--- src/hdl/dhcprop_pkg.sv ---
// ============================================================================
// DHCP reply option parser - shared definitions
// Header constants, option codes, the per-message snapshot and result types.
// ============================================================================
package dhcprop_pkg;

    localparam int DEF_MAX_MESSAGE_BYTES = 548;

    // Fixed header layout
    localparam int HDR_BYTES        = 240;
    localparam int POS_OP           = 0;
    localparam int POS_HTYPE        = 1;
    localparam int POS_HLEN         = 2;
    localparam int POS_XID_END      = 7;
    localparam int POS_YIADDR_END   = 19;
    localparam int POS_COOKIE_END   = 239;

    localparam logic [7:0]  OP_BOOTREPLY = 8'd2;
    localparam logic [7:0]  HTYPE_ETH    = 8'd1;
    localparam logic [7:0]  HLEN_ETH     = 8'd6;
    localparam logic [31:0] MAGIC_COOKIE = 32'h6382_5363;

    // Option codes
    localparam logic [7:0] OPT_PAD      = 8'd0;
    localparam logic [7:0] OPT_MASK     = 8'd1;
    localparam logic [7:0] OPT_ROUTER   = 8'd3;
    localparam logic [7:0] OPT_DNS      = 8'd6;
    localparam logic [7:0] OPT_BCAST    = 8'd28;
    localparam logic [7:0] OPT_STATIC   = 8'd33;
    localparam logic [7:0] OPT_LEASE    = 8'd51;
    localparam logic [7:0] OPT_OVERLOAD = 8'd52;
    localparam logic [7:0] OPT_TYPE     = 8'd53;
    localparam logic [7:0] OPT_SERVER   = 8'd54;
    localparam logic [7:0] OPT_T1       = 8'd58;
    localparam logic [7:0] OPT_T2       = 8'd59;
    localparam logic [7:0] OPT_END      = 8'd255;

    // Message types that carry an offered address
    localparam logic [7:0] MSG_OFFER = 8'd2;
    localparam logic [7:0] MSG_ACK   = 8'd5;

    // Loopback host address, never valid as an offered address
    localparam logic [31:0] LOOPBACK_ADDR = 32'h7F00_0001;

    // Captured word slots
    localparam int NUM_WORDS = 10;
    localparam int W_YIADDR  = 0;
    localparam int W_MASK    = 1;
    localparam int W_ROUTER  = 2;
    localparam int W_DNS1    = 3;
    localparam int W_DNS2    = 4;
    localparam int W_BCAST   = 5;
    localparam int W_SERVER  = 6;
    localparam int W_LEASE   = 7;
    localparam int W_T1      = 8;
    localparam int W_T2      = 9;

    // floor(x / 7) = (x * RECIP7) >> RECIP7_SHIFT for any x below 2^34
    localparam logic [34:0] RECIP7       = 35'h4_9249_2493;
    localparam logic [17:0] RECIP7_LO    = RECIP7[17:0];
    localparam logic [16:0] RECIP7_HI    = RECIP7[34:18];
    localparam int          RECIP7_SHIFT = 37;

    // State of one message at its last byte
    typedef struct packed {
        logic                           reject;
        logic [7:0]                     msg_type;
        logic [NUM_WORDS-1:0][31:0]     words;
    } snap_t;

    // One result transaction
    typedef struct packed {
        logic        status;
        logic [7:0]  message_type;
        logic [31:0] your_address;
        logic [31:0] subnet_mask;
        logic [31:0] router_addr;
        logic [31:0] dns_primary;
        logic [31:0] dns_secondary;
        logic [31:0] broadcast_addr;
        logic [31:0] server_id;
        logic [31:0] lease_seconds;
        logic [31:0] renewal_seconds;
        logic [31:0] rebinding_seconds;
    } result_t;

endpackage

--- src/hdl/dhcprop_parser.sv ---
// ============================================================================
// DHCP reply option parser - byte parser
// Walks the fixed header and the TLV options one byte per transaction and
// presents the message snapshot on the last byte.
// ============================================================================
module dhcprop_parser #(
    parameter int MAX_MESSAGE_BYTES = dhcprop_pkg::DEF_MAX_MESSAGE_BYTES
) (
    input  logic                clk,
    input  logic                rst_n,
    input  logic [31:0]         expected_xid,
    input  logic                byte_fire,
    input  logic [7:0]          msg_byte,
    input  logic                last_byte,
    output logic                snap_valid,
    output dhcprop_pkg::snap_t  snap
);
    import dhcprop_pkg::*;

    localparam int POS_W = $clog2(MAX_MESSAGE_BYTES + 1);
    localparam logic [POS_W-1:0] POS_MAX = POS_W'(MAX_MESSAGE_BYTES);
    localparam logic [POS_W-1:0] POS_HDR = POS_W'(HDR_BYTES);

    typedef enum logic [3:0] {
        PH_HEADER = 4'b0001,
        PH_CODE   = 4'b0010,
        PH_LEN    = 4'b0100,
        PH_DATA   = 4'b1000
    } phase_t;

    logic [POS_W-1:0]           pos_reg, pos_next;
    phase_t                     phase_reg, phase_next;
    logic [7:0]                 code_reg, code_next;
    logic [7:0]                 rem_reg, rem_next;
    logic [7:0]                 off_reg, off_next;
    logic                       reject_reg, reject_next;
    logic                       end_reg, end_next;
    logic                       ovl_reg, ovl_next;
    logic [31:0]                xid_reg, xid_next;
    logic [NUM_WORDS-1:0][31:0] words_reg, words_next;
    logic [7:0]                 type_reg, type_next;
    logic                       len_ok;

    always_comb
    begin
        pos_next    = pos_reg;
        phase_next  = phase_reg;
        code_next   = code_reg;
        rem_next    = rem_reg;
        off_next    = off_reg;
        reject_next = reject_reg;
        end_next    = end_reg;
        ovl_next    = ovl_reg;
        xid_next    = xid_reg;
        words_next  = words_reg;
        type_next   = type_reg;
        len_ok      = 1'b1;

        if (pos_reg < POS_MAX)
        begin
            pos_next = pos_reg + 1'b1;
            if (pos_reg < POS_HDR)
            begin
                xid_next = {xid_reg[23:0], msg_byte};
                if (pos_reg == POS_W'(POS_OP) && msg_byte != OP_BOOTREPLY)
                    reject_next = 1'b1;
                if (pos_reg == POS_W'(POS_HTYPE) && msg_byte != HTYPE_ETH)
                    reject_next = 1'b1;
                if (pos_reg == POS_W'(POS_HLEN) && msg_byte != HLEN_ETH)
                    reject_next = 1'b1;
                if (pos_reg == POS_W'(POS_XID_END) && xid_next != expected_xid)
                    reject_next = 1'b1;
                if (pos_reg == POS_W'(POS_YIADDR_END))
                    words_next[W_YIADDR] = xid_next;
                if (pos_reg == POS_W'(POS_COOKIE_END))
                begin
                    if (xid_next != MAGIC_COOKIE)
                        reject_next = 1'b1;
                    phase_next = PH_CODE;
                end
            end
            else if (!reject_reg && !end_reg)
            begin
                unique case (phase_reg)
                    PH_CODE:
                    begin
                        if (msg_byte == OPT_END)
                            end_next = 1'b1;
                        else if (msg_byte != OPT_PAD)
                        begin
                            code_next  = msg_byte;
                            phase_next = PH_LEN;
                        end
                    end
                    PH_LEN:
                    begin
                        unique case (code_reg) inside
                            OPT_MASK, OPT_BCAST, OPT_LEASE, OPT_SERVER, OPT_T1, OPT_T2:
                                len_ok = (msg_byte == 8'd4);
                            OPT_ROUTER, OPT_DNS:
                                len_ok = (msg_byte != 8'd0) && (msg_byte[1:0] == 2'b00);
                            OPT_STATIC:
                                len_ok = (msg_byte != 8'd0) && (msg_byte[2:0] == 3'b000);
                            OPT_TYPE:
                                len_ok = (msg_byte == 8'd1);
                            OPT_OVERLOAD:
                            begin
                                len_ok = (msg_byte == 8'd1) && !ovl_reg;
                                if (len_ok)
                                    ovl_next = 1'b1;
                            end
                            default:
                                len_ok = 1'b1;
                        endcase
                        if (!len_ok)
                            reject_next = 1'b1;
                        else
                        begin
                            rem_next   = msg_byte;
                            off_next   = 8'd0;
                            phase_next = (msg_byte != 8'd0) ? PH_DATA : PH_CODE;
                        end
                    end
                    PH_DATA:
                    begin
                        // Shift the first word of a captured option into its slot; DNS also fills a second slot
                        unique case (code_reg) inside
                            OPT_MASK:
                                if (off_reg[7:2] == '0)
                                    words_next[W_MASK] = {words_reg[W_MASK][23:0], msg_byte};
                            OPT_ROUTER:
                                if (off_reg[7:2] == '0)
                                    words_next[W_ROUTER] = {words_reg[W_ROUTER][23:0], msg_byte};
                            OPT_DNS:
                                if (off_reg[7:2] == '0)
                                    words_next[W_DNS1] = {words_reg[W_DNS1][23:0], msg_byte};
                                else if (off_reg[7:3] == '0)
                                    words_next[W_DNS2] = {words_reg[W_DNS2][23:0], msg_byte};
                            OPT_BCAST:
                                if (off_reg[7:2] == '0)
                                    words_next[W_BCAST] = {words_reg[W_BCAST][23:0], msg_byte};
                            OPT_SERVER:
                                if (off_reg[7:2] == '0)
                                    words_next[W_SERVER] = {words_reg[W_SERVER][23:0], msg_byte};
                            OPT_LEASE:
                                if (off_reg[7:2] == '0)
                                    words_next[W_LEASE] = {words_reg[W_LEASE][23:0], msg_byte};
                            OPT_T1:
                                if (off_reg[7:2] == '0)
                                    words_next[W_T1] = {words_reg[W_T1][23:0], msg_byte};
                            OPT_T2:
                                if (off_reg[7:2] == '0)
                                    words_next[W_T2] = {words_reg[W_T2][23:0], msg_byte};
                            OPT_TYPE:
                                type_next = msg_byte;
                            default:
                                type_next = type_reg;
                        endcase
                        off_next = off_reg + 8'd1;
                        rem_next = rem_reg - 8'd1;
                        if (rem_next == 8'd0)
                            phase_next = PH_CODE;
                    end
                    default:
                        phase_next = phase_reg;
                endcase
            end
        end

        // Short message, or one that stops inside an option, is rejected
        snap.reject   = reject_next || (pos_next < POS_HDR) ||
                        (!end_next && (phase_next == PH_LEN || phase_next == PH_DATA));
        snap.msg_type = type_next;
        snap.words    = words_next;
    end

    assign snap_valid = byte_fire && last_byte;

    always_ff @(posedge clk or negedge rst_n)
    begin
        if (!rst_n)
        begin
            pos_reg    <= '0;
            phase_reg  <= PH_HEADER;
            code_reg   <= '0;
            rem_reg    <= '0;
            off_reg    <= '0;
            reject_reg <= 1'b0;
            end_reg    <= 1'b0;
            ovl_reg    <= 1'b0;
            xid_reg    <= '0;
            words_reg  <= '0;
            type_reg   <= '0;
        end
        else if (byte_fire)
        begin
            if (last_byte)
            begin
                // Start over for the next message
                pos_reg    <= '0;
                phase_reg  <= PH_HEADER;
                code_reg   <= '0;
                rem_reg    <= '0;
                off_reg    <= '0;
                reject_reg <= 1'b0;
                end_reg    <= 1'b0;
                ovl_reg    <= 1'b0;
                xid_reg    <= '0;
                words_reg  <= '0;
                type_reg   <= '0;
            end
            else
            begin
                pos_reg    <= pos_next;
                phase_reg  <= phase_next;
                code_reg   <= code_next;
                rem_reg    <= rem_next;
                off_reg    <= off_next;
                reject_reg <= reject_next;
                end_reg    <= end_next;
                ovl_reg    <= ovl_next;
                xid_reg    <= xid_next;
                words_reg  <= words_next;
                type_reg   <= type_next;
            end
        end
    end

endmodule

--- src/hdl/dhcprop_lease.sv ---
// ============================================================================
// DHCP reply option parser - result pipeline
// Checks the offered address, applies the T1/T2 defaults and holds the
// result in the output register.
// ============================================================================
module dhcprop_lease (
    input  logic                  clk,
    input  logic                  rst_n,
    input  logic                  snap_valid,
    input  dhcprop_pkg::snap_t    snap,
    output logic                  snap_ready,
    output logic                  res_valid,
    input  logic                  res_ready,
    output dhcprop_pkg::result_t  res
);
    import dhcprop_pkg::*;

    // Stage 1: snapshot
    logic        s1_valid_reg;
    snap_t       s1_reg;

    // Stage 2: defaults applied
    logic        s2_valid_reg;
    logic        s2_bad_reg, s2_bad_next;
    snap_t       s2_reg;
    logic [31:0] s2_t1_reg, s2_t1_next;
    logic [31:0] s2_t2_reg, s2_t2_next;

    // Stage 3: partial products of 4*T2 / 7
    logic        s3_valid_reg;
    logic        s3_bad_reg;
    snap_t       s3_reg;
    logic [31:0] s3_t1_reg, s3_t2_reg;
    logic        s3_sel_reg, s3_sel_next;
    logic [51:0] s3_plo_reg, s3_plo_next;
    logic [50:0] s3_phi_reg, s3_phi_next;

    // Output
    logic        out_valid_reg;
    result_t     out_reg, out_next;

    logic        out_free, s3_free, s2_free, s1_free;
    logic [31:0] lease2, t1_in, t2_in;
    logic [34:0] lease_x7;
    logic [33:0] t2_x4;
    logic [68:0] quot_sum;
    logic [31:0] t1_final;
    logic        yi_bad;

    // Each stage advances when the one after it is empty or moving
    assign out_free   = !out_valid_reg || res_ready;
    assign s3_free    = !s3_valid_reg || out_free;
    assign s2_free    = !s2_valid_reg || s3_free;
    assign s1_free    = !s1_valid_reg || s2_free;
    assign snap_ready = s1_free;

    // Stage 2 logic
    always_comb
    begin
        lease2   = s1_reg.words[W_LEASE];
        t1_in    = s1_reg.words[W_T1];
        t2_in    = s1_reg.words[W_T2];
        lease_x7 = {lease2, 3'b000} - {3'b000, lease2};
        yi_bad   = (s1_reg.words[W_YIADDR][31:29] == 3'b111) ||
                   (s1_reg.words[W_YIADDR] == 32'd0) ||
                   (s1_reg.words[W_YIADDR] == LOOPBACK_ADDR);
        s2_bad_next = s1_reg.reject ||
                      ((s1_reg.msg_type == MSG_OFFER || s1_reg.msg_type == MSG_ACK) && yi_bad);
        s2_t1_next  = (t1_in == 32'd0 || lease2 <= t1_in) ? {1'b0, lease2[31:1]} : t1_in;
        s2_t2_next  = (t2_in == 32'd0 || lease2 <= t2_in) ? lease_x7[34:3] : t2_in;
    end

    // Stage 3 logic
    assign t2_x4       = {s2_t2_reg, 2'b00};
    assign s3_sel_next = (s2_t2_reg <= s2_t1_reg);
    assign s3_plo_next = t2_x4 * RECIP7_LO;
    assign s3_phi_next = t2_x4 * RECIP7_HI;

    // Output logic
    always_comb
    begin
        quot_sum = {s3_phi_reg, 18'b0} + {17'b0, s3_plo_reg};
        t1_final = s3_sel_reg ? quot_sum[RECIP7_SHIFT +: 32] : s3_t1_reg;
        out_next = '0;
        if (s3_bad_reg)
            out_next.status = 1'b1;
        else
        begin
            out_next.message_type      = s3_reg.msg_type;
            out_next.your_address      = s3_reg.words[W_YIADDR];
            out_next.subnet_mask       = s3_reg.words[W_MASK];
            out_next.router_addr       = s3_reg.words[W_ROUTER];
            out_next.dns_primary       = s3_reg.words[W_DNS1];
            out_next.dns_secondary     = s3_reg.words[W_DNS2];
            out_next.broadcast_addr    = s3_reg.words[W_BCAST];
            out_next.server_id         = s3_reg.words[W_SERVER];
            out_next.lease_seconds     = s3_reg.words[W_LEASE];
            out_next.renewal_seconds   = t1_final;
            out_next.rebinding_seconds = s3_t2_reg;
        end
    end

    always_ff @(posedge clk or negedge rst_n)
    begin
        if (!rst_n)
        begin
            s1_valid_reg  <= 1'b0;
            s2_valid_reg  <= 1'b0;
            s3_valid_reg  <= 1'b0;
            out_valid_reg <= 1'b0;
        end
        else
        begin
            if (s1_free)
                s1_valid_reg <= snap_valid;
            if (s2_free)
                s2_valid_reg <= s1_valid_reg;
            if (s3_free)
                s3_valid_reg <= s2_valid_reg;
            if (out_free)
                out_valid_reg <= s3_valid_reg;
        end
    end

    always_ff @(posedge clk)
    begin
        if (s1_free && snap_valid)
            s1_reg <= snap;
        if (s2_free && s1_valid_reg)
        begin
            s2_bad_reg <= s2_bad_next;
            s2_reg     <= s1_reg;
            s2_t1_reg  <= s2_t1_next;
            s2_t2_reg  <= s2_t2_next;
        end
        if (s3_free && s2_valid_reg)
        begin
            s3_bad_reg <= s2_bad_reg;
            s3_reg     <= s2_reg;
            s3_t1_reg  <= s2_t1_reg;
            s3_t2_reg  <= s2_t2_reg;
            s3_sel_reg <= s3_sel_next;
            s3_plo_reg <= s3_plo_next;
            s3_phi_reg <= s3_phi_next;
        end
        if (out_free && s3_valid_reg)
            out_reg <= out_next;
    end

    assign res_valid = out_valid_reg;
    assign res       = out_reg;

endmodule

--- src/hdl/dhcp_reply_option_parser.sv ---
// ============================================================================
// DHCP reply option parser - top level
// Parses a DHCP reply byte stream and gives one lease result per message.
// ============================================================================
// Usage:
//   s_axis carries the reply one byte per transaction, starting at the op
//   byte; s_axis_tlast marks the final byte. Bytes are taken one per cycle
//   while s_axis_tready is high.
//   xid_wr_en/xid_wr_data load the expected transaction id; write it only
//   between messages.
//   m_axis gives one result transaction per message. The last byte closes
//   the snapshot register, then a stage applies the T1/T2 defaults, a stage
//   forms the 4*T2/7 partial products, and the output register holds the
//   result.
//   Throughput: one byte per cycle while m_axis keeps up; a message as short
//   as one byte still yields its result, so results can follow each other
//   every cycle. When m_axis_tready is low the result stages fill behind the
//   output register; s_axis_tready drops only when all four stages hold
//   results. Reset clears the parser, empties the result stages and loads an
//   expected transaction id of zero.
// ============================================================================
module dhcp_reply_option_parser #(
    parameter int MAX_MESSAGE_BYTES = dhcprop_pkg::DEF_MAX_MESSAGE_BYTES
) (
    input  logic         clk,
    input  logic         rst_n,
    // Transaction id register
    input  logic         xid_wr_en,
    input  logic [31:0]  xid_wr_data,
    // Reply bytes
    input  logic         s_axis_tvalid,
    output logic         s_axis_tready,
    input  logic [7:0]   s_axis_tdata,   // [7:0] msg_byte
    input  logic         s_axis_tlast,   // last_byte
    // Results
    output logic         m_axis_tvalid,
    input  logic         m_axis_tready,
    output logic [335:0] m_axis_tdata    // [0] status, [8:1] message_type,
                                         // [40:9] your_address,
                                         // [72:41] subnet_mask,
                                         // [104:73] router_addr,
                                         // [136:105] dns_primary,
                                         // [168:137] dns_secondary,
                                         // [200:169] broadcast_addr,
                                         // [232:201] server_id,
                                         // [264:233] lease_seconds,
                                         // [296:265] renewal_seconds,
                                         // [328:297] rebinding_seconds,
                                         // [335:329] zero
);
    import dhcprop_pkg::*;

    logic [31:0] expected_xid_reg;
    logic        byte_fire;
    logic        snap_valid;
    snap_t       snap;
    result_t     res;

    // Hold the expected transaction id until the next write
    always_ff @(posedge clk or negedge rst_n)
    begin
        if (!rst_n)
            expected_xid_reg <= '0;
        else if (xid_wr_en)
            expected_xid_reg <= xid_wr_data;
    end

    assign byte_fire = s_axis_tvalid && s_axis_tready;

    // Header and option walk, one byte per transaction
    dhcprop_parser #(
        .MAX_MESSAGE_BYTES (MAX_MESSAGE_BYTES)
    ) u_parser (
        .clk          (clk),
        .rst_n        (rst_n),
        .expected_xid (expected_xid_reg),
        .byte_fire    (byte_fire),
        .msg_byte     (s_axis_tdata),
        .last_byte    (s_axis_tlast),
        .snap_valid   (snap_valid),
        .snap         (snap)
    );

    // Address check, lease defaults and output register
    dhcprop_lease u_lease (
        .clk        (clk),
        .rst_n      (rst_n),
        .snap_valid (snap_valid),
        .snap       (snap),
        .snap_ready (s_axis_tready),
        .res_valid  (m_axis_tvalid),
        .res_ready  (m_axis_tready),
        .res        (res)
    );

    // Pack the result, first field in the lowest bits
    assign m_axis_tdata = {7'b0,
                           res.rebinding_seconds,
                           res.renewal_seconds,
                           res.lease_seconds,
                           res.server_id,
                           res.broadcast_addr,
                           res.dns_secondary,
                           res.dns_primary,
                           res.router_addr,
                           res.subnet_mask,
                           res.your_address,
                           res.message_type,
                           res.status};

endmodule
--- config.mk ---
export PLATFORM = sky130hd
export DESIGN_NAME = dhcp_reply_option_parser
export DESIGN_NICKNAME = d
export VERILOG_FILES = /design/src/hdl/dhcprop_pkg.sv /design/src/hdl/dhcprop_parser.sv /design/src/hdl/dhcprop_lease.sv /design/src/hdl/dhcp_reply_option_parser.sv
export SDC_FILE = /design/constraint.sdc
export NUM_CORES = 2
export LEC_CHECK = 0
export BUFFER_PORTS_ARGS = -buffer_cell sky130_fd_sc_hd__buf_4
export CAP_MARGIN = 20
export CORE_ASPECT_RATIO = 2
export CORE_MARGIN = 2
export CORE_UTILIZATION = 60
export DETAILED_ROUTE_END_ITERATION = 12
export PLACE_DENSITY = 0.78
export SYNTH_ARGS = -nofsm -noshare
export SYNTH_HDL_FRONTEND = slang
export SYNTH_HIERARCHICAL = 1
export SYNTH_SLANG_ARGS = --single-unit
--- constraint.sdc ---
create_clock -name clk -period 19.3 [get_ports clk]
set_input_delay 1.93 -clock clk [delete_from_list [all_inputs] [get_ports clk]]
set_output_delay 1.93 -clock clk [all_outputs]
set_load 0.02 [all_outputs]
==> qor.csv <==
stage,metric,value,unit
global_routing,sum of overflow across all layers after global routing,0,
yosys,"EDFF count, synth",1392,
yosys,share of the yosys chip area belonging to registers,0.639,
yosys,Synth top area share,0.509,
routing,routed wirelength normalized by instance count,25.3,microns
final_layout,"flip-flop count of the largest register, all copies and words added",329,
die,placeable core region,136000,sq um
place,count of port buffers added during placement,376,
yosys,leading post-synthesis cells by instance count,"sky130_fd_sc_hd__edfxtp_1, sky130_fd_sc_hd__inv_1, sky130_fd_sc_hd__nand2_1",
critical_path,Required @ worst endpoint,19820,ps
place,Routability Congestion,0.939,
critical_path,startpoint type of the worst setup path,register,
routing,DR vias,47857,
clock_network,count of hold buffers inserted by post-cts repair,0,
die,Die Height,527,microns
die,number of standard-cell rows in the floorplan,192,
timing,Finish-stage setup viols,0,
die,die width,266,microns
critical_path,Setup Crit Path Kind,reg -> reg,
critical_path,largest fanout of any net on the critical path,7,
yosys,Synthesis Warnings,6,
final_layout,fraction of layout cells with a size suffix above 1,0.160,
clock_network,number of buffers created by CTS,159,
place,post-detail-place hpwl,145,mm
run_status,outcome,"finished, final reports clean",
routing,DRC violations left,0,
flow_run,number of max-cap violations,0,
timing,setup TNS,0,ps
yosys,biggest area contributors in the synthesized netlist,"sky130_fd_sc_hd__edfxtp_1, sky130_fd_sc_hd__dfrtp_1, sky130_fd_sc_hd__ha_1, sky130_fd_sc_hd__fa_1, sky130_fd_sc_hd__mux2_2",
yosys,number of unique standard cell types used by synthesis,98,
final_layout,number of filler instances in the final layout,9420,
critical_path,Buf/Inv on CP,3,
routing,Detailed Routing Iterations Pass 1,7,
critical_path,kind of end point of the critical path,register,
die,Boundary Pins,384,
yosys,Netlist Area Pre-Place,82200,sq um
clock_network,H-tree depth,4,
pwr,peak ir drop on the vdd network,0.151,mV
critical_path,Critical Path AT,7060,ps
yosys,cell with the most instances after synthesis,sky130_fd_sc_hd__edfxtp_1,
pwr,P_leak,38.3,nW
pwr,power per cell area,116,nW/um^2
clock_network,CTS tree,built,
yosys,Avg Synthesized Cell Area,14.1,sq um
critical_path,longest individual stage delay on the worst path,570,ps
final_layout,Layout Nets,6820,
final_layout,post-synthesis to final-layout area growth,12.1,%
clock_network,Bufs on Longest Clock Path,4,
timing,final max-slew violation count,0,
die,effective utilization at floorplan,0.602,
clock_network,clock root buffer master,sky130_fd_sc_hd__clkbuf_16,
timing,final clock period utilization by the worst path,0.339,
timing,Final Hold Violating Endpoints,0,
timing,Worst Tran Pin Value,1130,ps
final_layout,fraction of the core area covered by cells at the end of the flow,0.675,
routing,via density per instance,5.93,
timing,clock skew after layout,54.0,ps
yosys,most instantiated flip-flop cell in the synthesis netlist,sky130_fd_sc_hd__edfxtp_1,
critical_path,most frequent cell on the critical path,sky130_fd_sc_hd__fa_1,
yosys,cell taking the most area after synthesis,sky130_fd_sc_hd__edfxtp_1,
clock_network,clock network latency to the later pin of the worst-skew pair,820,ps
global_routing,overall fraction of global-route tracks in use,0.293,
timing,shortest period the worst path allows,6550,ps
routing,DRT iter0 DRCs,3061,
routing,overall routed net length,204,mm
critical_path,cells traversed along the worst timing path,ha_1 > inv_1 > fa_1 > fa_1 > fa_1 > inv_1 > fa_1 > ha_1 > a211oi_1 > o22ai_1 > a211oi_1 > nor3b_2 > buf_4 > a41oi_2 > a21boi_1 > o21a_1 > o21ai_1 > o21ai_0 > xor2_1,
critical_path,critical path's slowest cell,sky130_fd_sc_hd__edfxtp_1,
clock_network,number of cells upsized or downsized after cts,0,
clock_network,Post-CTS Setup Bufs,0,
yosys,share of flip-flops with an asynchronous set or reset after synthesis,0.236,
yosys,Synth Register Bits,1821,
global_routing,number of antenna violations at the first check in global routing,7,
clock_network,clock slew at reported path FFs,70,ps
critical_path,family with the most delay on the worst path,adder cells,
timing,upper clock frequency limit,153,MHz
clock_network,number of clock sinks seen by CTS,1821,
global_routing,largest net degree at the start of global routing,179,
worst_hold_path,worst hold path type,reg -> reg,
critical_path,setup slack of the most critical reg-to-reg path,12750,ps
die,die area,140000,sq um
yosys,synthesized instance count,5818,
routing,residual antenna-violating net count after detailed routing,0,
global_routing,global-route wire length before repair,304,mm
timing,relative max-transition margin,0.248,
timing,RSZ-0062 raised after global routing,false,
global_routing,via count of the first global-routing pass,50081,
[final timing paths]
| kind | end | cells past startpoint | from |
|---|---|---|---|
| hold reg to reg | u_lease/s2_reg[59]$_DFFE_PP_ | 0 | u_lease/s1_reg[59]$_DFFE_PP_ |
| max in group asynchronous | u_parser/words_reg[59]$_DFFE_PN0P_ | 5 | rst_n |
| setup / recovery | u_lease/s3_plo_reg[49]$_DFFE_PP_ | 19 | u_lease/s2_t2_reg[5]$_DFFE_PP_ |
| setup reg to reg | u_lease/s3_plo_reg[49]$_DFFE_PP_ | 19 | u_lease/s2_t2_reg[5]$_DFFE_PP_ |
| hold / removal | u_lease/s2_reg[59]$_DFFE_PP_ | 0 | u_lease/s1_reg[59]$_DFFE_PP_ |
| min in group asynchronous | u_parser/words_reg[158]$_DFFE_PN0P_ | 1 | rst_n |
[kinds of logic (layout without fill, tap and decap cells)]
logic type               Yosys count  in the layout  share of synthesized area
flip-flops                      1821           1821                      0.639
multiplexers                     317            317                     0.0441
AO/OA/AOI/OAI                    898            898                     0.0789
XOR/XNOR                         159            159                     0.0169
other                              1             11                  0.0000456
AND/OR/NAND/NOR                 1249           1249                     0.0782
buffers and inverters            798           1293                     0.0388
adder cells (fa/ha/maj)          575            575                      0.104
[area by class of cell]
cell class | instances | area, sq um | share of cell area
repair buffers | 439 | 3450 | 0.0375
clock inverters | 85 | 942 | 0.0102
inverters | 573 | 2150 | 0.0234
multi-input cells | 3205 | 26600 | 0.288
diodes | 4 | 10.0 | 0.000109
well taps | 1746 | 2180 | 0.0237
flip-flops and latches | 1821 | 52500 | 0.570
clock buffers | 196 | 4270 | 0.0464
[power breakdown]
group          leakage, nW  internal, W  total [W]  switching, W
clock network         2.54      0.00179    0.00322       0.00143
logic                 16.4      0.00104    0.00278       0.00174
registers             19.3      0.00456    0.00472      0.000159
total                 38.3      0.00740     0.0107       0.00333
[through the flow]
stage | worst slack, ps | hold slack [ps] | cells | area (sq um) | total power [W]
2_1_floorplan | 1740 | 400 | 5824 | 82200 | 0.00668
3_3_place_gp | 12920 | 400 | 7775 | 86700 | 0.00750
3_5_place_dp | 12810 | 405 | 7780 | 86800 | 0.00756
4_1_cts | 12790 | 400 | 8061 | 92000 | 0.0108
5_1_grt | 12490 | 407 | 8066 | 92100 | 0.0112
6_report | 12750 | 407 | 8069 | 92100 | 0.0107
[layer usage]
layer,wire [microns],vias to the layer above,GRT usage,share of wire
met4,14900,4,0.190,0.073
met3,11400,564,0.0507,0.056
met5,27,-,0,0.00013
met1,68700,23983,0.311,0.34
met2,109000,1714,0.533,0.53
li1,-,21592,-,-
[cells in the final DEF (no fill, tap or decap), types with 9 or more instances in the layout]
master                      instances
sky130_fd_sc_hd__o22ai_1            9
sky130_fd_sc_hd__clkbuf_1          27
sky130_fd_sc_hd__and4_1            10
sky130_fd_sc_hd__nor4_1            37
sky130_fd_sc_hd__nand4_1           67
sky130_fd_sc_hd__a21oi_1          148
sky130_fd_sc_hd__nand3_1           47
sky130_fd_sc_hd__mux2i_1           49
sky130_fd_sc_hd__o21a_1            13
sky130_fd_sc_hd__o21bai_1          14
sky130_fd_sc_hd__a211oi_1          29
sky130_fd_sc_hd__o31ai_1           22
sky130_fd_sc_hd__nor2b_1          320
sky130_fd_sc_hd__nor2_1           146
sky130_fd_sc_hd__a22o_1           291
sky130_fd_sc_hd__inv_6             13
sky130_fd_sc_hd__clkinv_2          24
sky130_fd_sc_hd__fa_1             177
sky130_fd_sc_hd__mux2_4            30
sky130_fd_sc_hd__buf_4            425
sky130_fd_sc_hd__o21ai_0          168
sky130_fd_sc_hd__inv_1            572
sky130_fd_sc_hd__nor3_1            29
sky130_fd_sc_hd__clkbuf_16        164
sky130_fd_sc_hd__nand2_1          459
sky130_fd_sc_hd__and3_1            20
sky130_fd_sc_hd__clkinv_1          17
sky130_fd_sc_hd__xnor2_1           93
sky130_fd_sc_hd__a21o_1            87
sky130_fd_sc_hd__a31oi_1           16
sky130_fd_sc_hd__and2_1            12
sky130_fd_sc_hd__edfxtp_1        1392
sky130_fd_sc_hd__xor2_1            66
sky130_fd_sc_hd__nand2b_1          44
sky130_fd_sc_hd__mux2_2           238
sky130_fd_sc_hd__bufinv_16         15
sky130_fd_sc_hd__ha_1             398
sky130_fd_sc_hd__dfrtp_1          428
sky130_fd_sc_hd__o21ai_1           13
Note: power is estimated with default switching activity, not from simulation.
